$ cat config.mk
export PLATFORM = sky130hd
export DESIGN_NAME = tpf_seq
export DESIGN_NICKNAME = d
export VERILOG_FILES = /design/src/hdl/tpf_pkg.sv /design/src/hdl/tpf_seq.sv
export SDC_FILE = /design/constraint.sdc
export NUM_CORES = 1
export LEC_CHECK = 0
export BUFFER_PORTS_ARGS = -buffer_cell sky130_fd_sc_hd__buf_2
export CORE_UTILIZATION = 25
export DETAILED_ROUTE_END_ITERATION = 6
export PLACE_DENSITY = 0.43
export SLEW_MARGIN = 10
export SYNTH_ARGS = -nofsm -noshare
export SYNTH_HDL_FRONTEND = slang
export SYNTH_SLANG_ARGS = --single-unit
$ cat constraint.sdc
create_clock -name clk_i -period 2.3 [get_ports clk_i]
set_input_delay 0.46 -clock clk_i [delete_from_list [all_inputs] [get_ports clk_i]]
set_output_delay 0.46 -clock clk_i [all_outputs]
set_load 0.05 [all_outputs]
$ cat src/hdl/tpf_pkg.sv
// Shared constants, types and microcode ROM of the telemetry packet framer.
`default_nettype none

package tpf_pkg;

  // Sizes
  localparam int FIFO_DEPTH   = 1024;
  localparam int FRAME_LENGTH = 39;
  localparam int HDR_LEN      = 6;
  localparam int PAY_LEN      = FRAME_LENGTH - HDR_LEN;
  localparam int FIFO_AW      = $clog2(FIFO_DEPTH);
  localparam int FIFO_CW      = $clog2(FIFO_DEPTH + 1);
  localparam int REP_MAX      = (PAY_LEN > 3) ? PAY_LEN : 3;
  localparam int REP_W        = $clog2(REP_MAX);
  localparam int SEQ_W        = 14;
  localparam int NUM_CTR      = 3;
  localparam int PC_W         = 3;

  // Configuration register indexes and reset values
  localparam logic CFG_SYNC = 1'b0;
  localparam logic CFG_TYPE = 1'b1;
  localparam logic [7:0] SYNC_RESET = 8'h50;
  localparam logic [7:0] TYPE_RESET = 8'h0C;
  localparam logic [SEQ_W-1:0] SEQ_MAX = 14'h3FFF;

  // Request codes
  localparam logic REQ_PUSH  = 1'b0;
  localparam logic REQ_FRAME = 1'b1;

  // Source that shares the IMU counter
  localparam logic [1:0] SRC_SHARED = 2'd3;
  localparam logic [1:0] SRC_IMU    = 2'd0;

  // Program steps
  localparam logic [PC_W-1:0] STEP_IDLE   = 3'd0;
  localparam logic [PC_W-1:0] STEP_SYNC   = 3'd1;
  localparam logic [PC_W-1:0] STEP_TYPE   = 3'd2;
  localparam logic [PC_W-1:0] STEP_SEQ_HI = 3'd3;
  localparam logic [PC_W-1:0] STEP_SEQ_LO = 3'd4;
  localparam logic [PC_W-1:0] STEP_PAY    = 3'd5;

  typedef enum logic [2:0] {
    SEL_NONE,
    SEL_SYNC,
    SEL_TYPE,
    SEL_SEQ_HI,
    SEL_SEQ_LO,
    SEL_PAYLOAD
  } byte_sel_e;

  typedef enum logic {
    CND_REQ,   // hold until a frame request arrives, then jump
    CND_DONE   // jump once all repeats of this step are emitted
  } jmp_cond_e;

  typedef struct packed {
    byte_sel_e             sel;
    jmp_cond_e             cond;
    logic                  last;
    logic [REP_W-1:0]      rep_m1;
    logic [PC_W-1:0]       target;
  } ctrl_word_t;

  // Sequencer to datapath control
  typedef struct packed {
    logic      idle;
    logic      emit;
    byte_sel_e sel;
    logic      last;
  } seq_ctrl_t;

  // Microcode ROM
  function automatic ctrl_word_t rom_word(input logic [PC_W-1:0] pc);
    ctrl_word_t w;
    w = '{sel: SEL_NONE, cond: CND_REQ, last: 1'b0, rep_m1: '0, target: STEP_SYNC};
    unique case (pc)
      STEP_IDLE:   w = '{sel: SEL_NONE, cond: CND_REQ, last: 1'b0,
                         rep_m1: '0, target: STEP_SYNC};
      STEP_SYNC:   w = '{sel: SEL_SYNC, cond: CND_DONE, last: 1'b0,
                         rep_m1: REP_W'(2), target: STEP_TYPE};
      STEP_TYPE:   w = '{sel: SEL_TYPE, cond: CND_DONE, last: 1'b0,
                         rep_m1: '0, target: STEP_SEQ_HI};
      STEP_SEQ_HI: w = '{sel: SEL_SEQ_HI, cond: CND_DONE, last: 1'b0,
                         rep_m1: '0, target: STEP_SEQ_LO};
      STEP_SEQ_LO: w = '{sel: SEL_SEQ_LO, cond: CND_DONE, last: 1'b0,
                         rep_m1: '0, target: STEP_PAY};
      STEP_PAY:    w = '{sel: SEL_PAYLOAD, cond: CND_DONE, last: 1'b1,
                         rep_m1: REP_W'(PAY_LEN - 1), target: STEP_IDLE};
      default:     w = '{sel: SEL_NONE, cond: CND_REQ, last: 1'b0,
                         rep_m1: '0, target: STEP_IDLE};
    endcase
    return w;
  endfunction

endpackage

`default_nettype wire

$ cat src/hdl/tpf_seq.sv
// Microcoded sequencer: step counter, repeat counter and ROM decode.
`default_nettype none

module tpf_seq
  import tpf_pkg::*;
(
  input  wire logic      clk_i,
  input  wire logic      rst_ni,
  input  wire logic      go_i,
  input  wire logic      emit_ok_i,
  output seq_ctrl_t      ctrl_o
);

  logic [PC_W-1:0]  pc_q, pc_d;
  logic [REP_W-1:0] rep_q, rep_d;
  ctrl_word_t       word;
  logic             rep_done;

  // Decode the current step
  always_comb begin
    word        = rom_word(pc_q);
    rep_done    = (rep_q == word.rep_m1);
    ctrl_o.idle = (word.cond == CND_REQ);
    ctrl_o.emit = (word.sel != SEL_NONE);
    ctrl_o.sel  = word.sel;
    ctrl_o.last = word.last & rep_done;
  end

  // Advance the step and repeat counters
  always_comb begin
    pc_d  = pc_q;
    rep_d = rep_q;
    unique case (word.cond)
      CND_REQ: begin
        if (go_i) begin
          pc_d  = word.target;
          rep_d = '0;
        end
      end
      CND_DONE: begin
        if (emit_ok_i) begin
          if (rep_done) begin
            pc_d  = word.target;
            rep_d = '0;
          end else begin
            rep_d = rep_q + REP_W'(1);
          end
        end
      end
      default: begin
        pc_d  = STEP_IDLE;
        rep_d = '0;
      end
    endcase
  end

  always_ff @(posedge clk_i or negedge rst_ni) begin
    if (!rst_ni) begin
      pc_q  <= STEP_IDLE;
      rep_q <= '0;
    end else begin
      pc_q  <= pc_d;
      rep_q <= rep_d;
    end
  end

endmodule

`default_nettype wire

---- Word-level counts from Yosys, hierarchy flattened ----
Index checks and enable logic that the tools add are counted.
word-level totals
  bits in registers ....................... 9
  logic and storage cells ................. 27
operators by class
  add/subtract/negate cells ............... 1
  equal/unequal tests ..................... 9
  muxes and demuxes ....................... 9
  bitwise operators ....................... 2
  reductions and logical operators ........ 4
operators with widths
  kind                   count
  $pmux W14 S6           1
  $mux W6                3
  $pmux W6 S2            1
  $mux W3                3
  $add A6 B1 Y6 const B  1
  $eq A3 B2 Y1 const B   2
  $eq A3 B3 Y1 const B   2
  $eq A6 B6 Y1           1
  $pmux W3 S2            1
  $ne A2 B2 Y1 const B   2
  $eq A3 B1 Y1 const B   1
  $logic_not A3 Y1       1
  $reduce_and A3 Y1      1
  $reduce_bool A3 Y1     1
  $ne A2 B1 Y1 const B   1
  $reduce_and A2 Y1      1
  $and A1 B1 Y1          1
  $not A1 Y1             1

---- Depth between registers and ports, before layout ----
Gate-level depths: netlist of run 1.
  word-level depth ........................ 6
  depth in mapped cells ................... 7

---- Worst setup path after synthesis of run 1 ----
No wires, ideal clock.
  kind .................................... reg2out
  from .................................... register rep_q[3]
  to ...................................... output port ctrl_o[0] (netlist name)
  data arrival time ....................... 2073 ps
  slack ................................... -233 ps
  stages on the path, launching flop included .. 3
  path buffers ............................ 0
  cell sequence ........................... dfrtp_1 > or4_1 > nor3_1
RTL lines
  what                    line           text
  start, declared         tpf_seq.sv:15  logic [REP_W-1:0] rep_q, rep_d;
  start signal, assigned  tpf_seq.sv:63  rep_q <= rep_d;
  end, declared           tpf_seq.sv:11  output seq_ctrl_t ctrl_o

==> run_results.csv, run 1 <==
group,metric,value,unit
run_status,status,"completed",
placement,place_congestion,0.655,
timing,holdWs,0.0351,ns
logic_synthesis,mappedNetlistNets,70,
setup_path,critPathTopFamily,"simple AND/OR/NAND/NOR gates",
clocking,cts_inserted_buffers,3,
clocking,post_cts_resized,0,
final_layout,n_antenna_cell,0,
job,drv_cap,0,
routing,postRouteAntennaNets,0,
routing,drc,0,
logic_synthesis,yosysWarnings,0,
power,power.internal,377,uW
timing,finClkSkew,0.00494,ns
final_layout,final_util,31.7,%
floorplan,rows,17,
setup_path,r2r_slack,0.46,ns
setup_path,crit_path_max_fanout,5,
setup_path,critical_path.slowest_cell,"or4_1",
floorplan,die_area,0.00265,sq mm
routing,route.met2.wl,593,um
floorplan,fp.dieW,51.5,um
power,power.leakage,0.000304,uW
routing,wl_met1,611,um
logic_synthesis,synth_enable_flop_cells,0,
logic_synthesis,synth_top_area_share,36.8,%
grt,grt_overflow_total,0,
floorplan,die-height,51.5,um
clocking,clock-root-buffer,"clkbuf_4",
power,worst_ir_drop_vdd,0.306,mV
timing,hold_violations,0,
timing,fin_crit_sh,95.2,%
floorplan,start_util,27.1,%
clocking,cts_tree,"done",
power,power_density,935,mW/mm^2
final_layout,fillCellCount,252,
routing,wl,1270,um
grt,grt_usage,10.9,%
setup_path,worstSetupStartpointType,"register",
logic_synthesis,syn_inst,65,
power,clockPowerShare,18.9,%
clocking,clk_latency,0.26,ns
final_layout,layout-drive-gt1-share,27.3,%
power,p_switching,292,uW
floorplan,num_io_pins,10,
logic_synthesis,yosys.cell_types.count,32,
logic_synthesis,ys_ff_latch,9,
timing,relSlewSlack,66.5,%
setup_path,r2r_cells,5,
setup_path,crit_required,1.84,ns
final_layout,fin_nets,83,
routing,drt_first_pass_iters,4,
routing,top_layer_used,"met4",
timing,tns,0,ns
timing,final.min_clock_period,2.19,ns
power,switching_share,43.6,%
worst_hold_path,hp-class,"in2async",
power,finalPower,669,uW
timing,rsz0062_at_grt,"no",
grt,antenna_found_initial,0,
timing,fin_ws,0.111,ns
logic_synthesis,avgSynthCellArea,9.41,sq um
timing,max_freq,457,MHz
grt,grt_first_pass_wirelength,2080,um
clocking,ctsHoldBuffers,0,
power,seqPwrFrac,38.4,%
clocking,clk_pin_slew_worst_paths,0.07,ns
final_layout,syn2layout_area_growth,17.0,%
routing,vias,543,
setup_path,timing.rr.start,"pc_q[2]",
placement,io_buffer_count,9,
grt,grt_max_degree,13,
setup_path,arrival,1.73,ns
logic_synthesis,synth_ff_type,"dfrtp_1",
logic_synthesis,synth.cell_area,612,sq um
power,p_comb_share,42.8,%
setup_path,reg2reg_to,"rep_q[0]",
setup_path,critical_path.cell_chain,"or4_1, nor3_2, buf_2",
timing,worstMarginPinSlew,0.502,ns
routing,routed_via_density,5.17,
logic_synthesis,ys_async_sr_fraction,100,%
placement,preCtsSetupSlack,0.384,ns
clocking,clkSinkCount,9,
clocking,clockBufferDepth,2,
logic_synthesis,yosysTopAreaCell,"dfrtp_1",
routing,met3_length,55,um
setup_path,crit_path_max_incr_delay,0.59,ns
setup_path,crit_buf_inv,1,
logic_synthesis,synth-seq-area-share,36.8,%
grt,grt_pass1_vias,476,
routing,wl_per_cell,12.1,um
timing,maxSlewViolCount,0,
setup_path,critPathCaptureType,"primary output",
logic_synthesis,synth.area.top_cells,"dfrtp_1 (37%), and2_1 (5.1%), a22o_2 (4.9%)",
clocking,cts_setup_buffers,0,
routing,drt_iter0_drc,7,
timing,finalSetupViolCount,0,
placement,hpwl,953,um
setup_path,critPathKind,"reg2out",
floorplan,core,0.00225,sq mm
clocking,htreeDepth,1,
## synth_stat cells, types with 2 or more instances
master,number
mux2i_1,2
nor2_1,2
a21oi_1,3
nand2_1,3
nor3_1,2
nand3_1,4
inv_1,3
a22o_2,3
nand3b_1,2
a211oi_2,2
dfrtp_1,9
and3_1,2
nor2b_1,2
a211oi_1,2
xnor2_1,2
nand2b_1,2
and2_1,5
## cells by family (layout without fill, tap and decap cells)
group,count (synthesis),in the layout,share of synthesized area [%]
compound gates,17,17,22.5
xor+xnor,2,2,2.86
fa+ha+maj,1,1,2.04
buf+inv,5,17,4.29
flops,9,9,36.8
mux,3,3,5.11
simple gates,28,28,26.4
## sequential cells by signal, summed over array words and instances, names as in the netlist
signal  flops
rep_q       6
pc_q        3
## cells in the final DEF, fill, tap and decap left out, types with 2 or more instances in the layout
master / instances
nor2b_1: 2
nand2_1: 3
mux2i_1: 2
clkbuf_4: 3
a22o_2: 3
and3_1: 2
dfrtp_1: 9
and2_1: 5
xnor2_1: 2
a211oi_2: 2
a21oi_1: 3
nor2_1: 2
inv_1: 3
a211oi_1: 2
nand3_1: 4
buf_2: 9
nand2b_1: 2
nand3b_1: 2
## routing by layer
metal,vias to the layer above,track usage (%)
li1,266,-
met1,269,13.8
met2,6,16.5
met3,2,1.79
met4,0,8.11
met5,-,0
## worst max path at each step
stage	startpoint	to	slack, ns	cells past startpoint
6_report	rep_q[3]	ctrl_o[0]	0.11	3
5_1_grt	rep_q[3]	ctrl_o[0]	0.03	3
4_1_cts	rep_q[3]	ctrl_o[0]	0.09	3
3_5_place_dp	rep_q[3]	ctrl_o[0]	0.38	3
3_3_place_gp	rep_q[3]	ctrl_o[0]	0.39	3
2_1_floorplan	pc_q[0]	rep_q[0]	0.17	5
## metrics by stage
step | cell area (sq um) | std cells
6_report | 716 | 105
5_1_grt | 716 | 105
4_1_cts | 716 | 105
3_5_place_dp | 689 | 101
3_3_place_gp | 689 | 101
2_1_floorplan | 617 | 65
## final cells by class
type	instances	area, sq um	area share, %
Tap cell	28	35.0	4.90
Clock buffer	4	26.3	3.67
Timing Repair Buffer	10	52.6	7.34
Multi-Input combinational cell	51	365	51.0
Sequential cell	9	225	31.5
Inverter	3	11.3	1.57
## power by group through the flow
stage                     combinational (uW)  clock, uW  sequential, uW
after floorplan                          242          0             242
after global placement                   290          0             261
after detailed placement                 288          0             259
after CTS                                289        130             256
after global routing                     317        140             267
final                                    286        126             257
(Power assumes the default switching activity.)
==> inputs of run 2 (changes only) <==
--- a/config.mk
+++ b/config.mk
@@ -9,6 +9,7 @@
 export CORE_UTILIZATION = 25
 export DETAILED_ROUTE_END_ITERATION = 6
 export PLACE_DENSITY = 0.43
+export RECOVER_POWER = 25
 export SLEW_MARGIN = 10
 export SYNTH_ARGS = -nofsm -noshare
 export SYNTH_HDL_FRONTEND = slang
==> run_results.csv, run 2 (synthesis gave the netlist of run 1 again) <==
group,metric,value,unit
floorplan,num_io_pins,10,
timing,maxSlewViolCount,0,
final_layout,layout-drive-gt1-share,26.0,%
floorplan,die-height,51.5,um
grt,grt_pass1_vias,476,
timing,fin_ws,0.111,ns
clocking,clkSinkCount,9,
routing,drt_first_pass_iters,4,
routing,vias,543,
routing,drc,0,
setup_path,worstSetupStartpointType,"register",
grt,grt_overflow_total,0,
run_status,status,"completed",
placement,hpwl,953,um
placement,place_congestion,0.655,
routing,wl,1270,um
routing,postRouteAntennaNets,0,
final_layout,syn2layout_area_growth,16.8,%
timing,final.min_clock_period,2.19,ns
clocking,cts_inserted_buffers,3,
timing,relSlewSlack,66.5,%
power,power_density,936,mW/mm^2
setup_path,arrival,1.73,ns
floorplan,start_util,27.1,%
placement,io_buffer_count,9,
grt,antenna_found_initial,0,
timing,tns,0,ns
clocking,cts_setup_buffers,0,
setup_path,crit_required,1.84,ns
floorplan,fp.dieW,51.5,um
final_layout,largest_reg_flops,6,
timing,rsz0062_at_grt,"no",
clocking,post_cts_resized,0,
final_layout,final_util,31.7,%
grt,grt_usage,10.9,%
clocking,clk_pin_slew_worst_paths,0.07,ns
placement,preCtsSetupSlack,0.384,ns
clocking,clockBufferDepth,2,
setup_path,crit_path_max_fanout,5,
routing,wl_per_cell,12.1,um
power,power.leakage,0.000301,uW
floorplan,die_area,0.00265,sq mm
grt,grt_first_pass_wirelength,2080,um
floorplan,rows,17,
timing,finalSetupViolCount,0,
timing,fin_crit_sh,95.2,%
timing,worstMarginPinSlew,0.502,ns
floorplan,core,0.00225,sq mm
clocking,htreeDepth,1,
power,worst_ir_drop_vdd,0.306,mV
clocking,cts_tree,"done",
timing,max_freq,457,MHz
final_layout,final_common_cell,"dfrtp_1",
routing,drt_iter0_drc,7,
clocking,ctsHoldBuffers,0,
final_layout,fin_nets,83,
grt,grt_max_degree,13,
clocking,clock-root-buffer,"clkbuf_4",
final_layout,final_cell_mix,"dfrtp_1 (9), buf_2 (8), and2_1 (5)",
final_layout,n_antenna_cell,0,
job,drv_cap,0,
timing,holdWs,0.127,ns
final_layout,top_register,"rep_q",
worst_hold_path,hp-class,"in2async",
clocking,clk_latency,0.26,ns
setup_path,critPathKind,"reg2out",
timing,finClkSkew,0.00494,ns
timing,hold_violations,0,
final_layout,top_regs,"rep_q: 6 flops, pc_q: 3 flops",
routing,routed_via_density,5.17,
setup_path,critPathCaptureType,"primary output",
[run 2: cell types whose count changed in the layout (fill, tap and decap cells not counted), sizes merged]
cell,delta
buf,-1
clkbuf,+1
[run 2: per-stage QoR]
step           cells  total power [uW]  area [sq um]
2_1_floorplan     65               484           617
4_1_cts          105               675           716
3_5_place_dp     101               547           689
5_1_grt          105               723           714
6_report         105               669           714
3_3_place_gp     101               551           689
[run 2: power breakdown]
part           switching [uW]  internal, uW
sequential               60.1           197
combinational             173           113
clock                    59.1          67.0
[run 2: final cells by class]
cell class,count,area (sq um)
multi-input cells,51,365
repair buffers,10,51.3
clock buffers,4,26.3
well taps,28,35.0
flip-flops and latches,9,225
fillers,251,1540
inverters,3,11.3
[run 2: final timing paths]
check	start	end	slack, ns	cells after the start
setup reg to reg	pc_q[2]	rep_q[0]	0.46	5
hold reg to reg	pc_q[2]	pc_q[1]	0.55	1
hold / removal	rst_ni	pc_q[0]	0.13	1
setup / recovery	rep_q[3]	ctrl_o[0]	0.11	3
min in group clk_i	go_i	pc_q[1]	0.54	3
max in group asynchronous	rst_ni	rep_q[4]	1.83	1
[run 2: worst max-delay path, cell delays in order, from the launching register on]
cell and delay [ns]:
dfrtp_1 0.42, or4_1 0.59, nor3_2 0.18, buf_2 0.28
[run 2: layer usage]
metal | up-vias | wire, um | GRT usage [%]
met4 | 0 | 12 | 8.11
met1 | 269 | 610 | 13.8
met3 | 2 | 54 | 1.79
li1 | 266 | - | -
met5 | - | 0 | 0
met2 | 6 | 593 | 16.5
==> inputs of run 3 (changes only) <==
--- a/config.mk
+++ b/config.mk
@@ -7,10 +7,11 @@
 export LEC_CHECK = 0
 export BUFFER_PORTS_ARGS = -buffer_cell sky130_fd_sc_hd__buf_2
 export CORE_UTILIZATION = 25
+export CTS_BUF_LIST = sky130_fd_sc_hd__clkbuf_8 sky130_fd_sc_hd__clkbuf_16
 export DETAILED_ROUTE_END_ITERATION = 6
 export PLACE_DENSITY = 0.43
 export RECOVER_POWER = 25
-export SLEW_MARGIN = 10
+export SLEW_MARGIN = 20
 export SYNTH_ARGS = -nofsm -noshare
 export SYNTH_HDL_FRONTEND = slang
 export SYNTH_SLANG_ARGS = --single-unit
==> run_results.csv, run 3 (synthesis gave the netlist of run 1 again) <==
group,metric,value,unit
grt,antenna_found_initial,0,
clocking,cts_setup_buffers,0,
run_status,status,"completed",
clocking,clk_pin_slew_worst_paths,0.05,ns
setup_path,critPathKind,"reg2out",
clocking,clock-root-buffer,"clkbuf_8",
final_layout,fillCellCount,250,
routing,drt_first_pass_iters,4,
floorplan,fp.dieW,51.5,um
final_layout,final_util,32.5,%
clocking,clockBufferDepth,2,
clocking,cts_tree,"done",
clocking,cts_inserted_buffers,3,
final_layout,syn2layout_area_growth,19.8,%
final_layout,layout-drive-gt1-share,26.0,%
routing,postRouteAntennaNets,0,
floorplan,die_area,0.00265,sq mm
setup_path,r2r_cells,5,
clocking,ctsHoldBuffers,0,
floorplan,rows,17,
power,worst_ir_drop_vdd,0.328,mV
final_layout,top_regs,"rep_q: 6 flops, pc_q: 3 flops",
placement,hpwl,953,um
final_layout,final_common_cell,"dfrtp_1",
setup_path,worstSetupStartpointType,"register",
setup_path,critPathTopFamily,"simple AND/OR/NAND/NOR gates",
placement,io_buffer_count,9,
placement,place_congestion,0.655,
routing,wl,1270,um
floorplan,core,0.00225,sq mm
routing,drt_iter0_drc,7,
grt,grt_pass1_vias,475,
worst_hold_path,hp-class,"in2async",
clocking,clk_latency,0.23,ns
grt,grt_overflow_total,0,
job,drv_cap,0,
power,power_density,989,mW/mm^2
timing,fin_crit_sh,93.7,%
floorplan,die-height,51.5,um
setup_path,crit_cells,3,
floorplan,start_util,27.1,%
timing,worstMarginPinSlew,0.504,ns
setup_path,arrival,1.69,ns
setup_path,critPathCaptureType,"primary output",
timing,tns,0,ns
routing,routed_via_density,5.23,
clocking,clkSinkCount,9,
setup_path,reg2reg_to,"rep_q[0]",
setup_path,crit_path_max_fanout,5,
final_layout,final_cell_mix,"dfrtp_1 (9), buf_2 (8), and2_1 (5)",
final_layout,top_register,"rep_q",
final_layout,fin_nets,83,
routing,wl_per_cell,12.1,um
timing,max_freq,464,MHz
timing,finClkSkew,0.00315,ns
routing,vias,549,
power,power.leakage,0.000313,uW
timing,relSlewSlack,66.3,%
setup_path,critPathLaunch,"rep_q[3]",
setup_path,critical_path.slowest_cell,"or4_1",
setup_path,crit_buf_inv,1,
setup_path,critical_path.cell_chain,"or4_1, nor3_2, buf_2",
floorplan,num_io_pins,10,
setup_path,crit_required,1.84,ns
grt,grt_usage,11.2,%
timing,finalSetupViolCount,0,
routing,drc,0,
timing,maxSlewViolCount,0,
clocking,htreeDepth,1,
setup_path,r2r_slack,0.46,ns
setup_path,crit_path_max_incr_delay,0.59,ns
timing,rsz0062_at_grt,"no",
clocking,post_cts_resized,0,
setup_path,timing.rr.start,"pc_q[2]",
timing,hold_violations,0,
final_layout,largest_reg_flops,6,
grt,grt_first_pass_wirelength,2110,um
final_layout,n_antenna_cell,0,
timing,final.min_clock_period,2.15,ns
grt,grt_max_degree,13,
==> run 3: worst register-to-register path: stages (launching register included) <==
cell	delay, ns
dfrtp_1	0.42
buf_4	0.18
or3b_1	0.42
a211oi_2	0.27
a211oi_2	0.12
mux2_2	0.31
==> run 3: final cells by class <==
class                   count  area, sq um  share of cell area [%]
inverters                   3         11.3                    1.54
flip-flops and latches      9          225                    30.7
well taps                  28         35.0                    4.78
clock inverters             1         3.75                   0.512
multi-input cells          51          365                    49.8
repair buffers             10         51.3                    7.00
clock buffers               3         41.3                    5.63
==> run 3: worst max path at each step <==
stage and end:
5_1_grt ctrl_o[0], 2_1_floorplan rep_q[0], 3_3_place_gp ctrl_o[0], 4_1_cts ctrl_o[0]
6_report ctrl_o[0], 3_5_place_dp ctrl_o[0]
==> run 3: power by group <==
| part | switching [uW] | internal [uW] | leakage, uW |
|---|---|---|---|
| Combinational | 172 | 113 | 0.000172 |
| Sequential | 59.9 | 197 | 0.000115 |
| Clock | 65.8 | 117 | 0.0000269 |
| Total | 298 | 427 | 0.000313 |
==> run 3: through the flow <==
| step | setup WS (ns) | total power, uW | hold WS, ns | instances | instance area [sq um] |
|---|---|---|---|---|---|
| 3_3_place_gp | 0.393 | 551 | 0.344 | 101 | 689 |
| 4_1_cts | 0.132 | 731 | 0.0845 | 105 | 734 |
| 2_1_floorplan | 0.166 | 484 | 0.164 | 65 | 617 |
| 5_1_grt | 0.0722 | 783 | 0.228 | 105 | 733 |
| 3_5_place_dp | 0.384 | 547 | 0.332 | 101 | 689 |
| 6_report | 0.146 | 725 | 0.164 | 105 | 733 |
==> run 3: metal layers <==
| metal | track usage [%] | wire (um) | vias to the layer above |
|---|---|---|---|
| met3 | 2.68 | 60 | 2 |
| met5 | 0 | 0 | - |
| li1 | - | - | 267 |
| met4 | 8.11 | 9 | 0 |
| met2 | 16.7 | 590 | 8 |
| met1 | 13.8 | 609 | 272 |
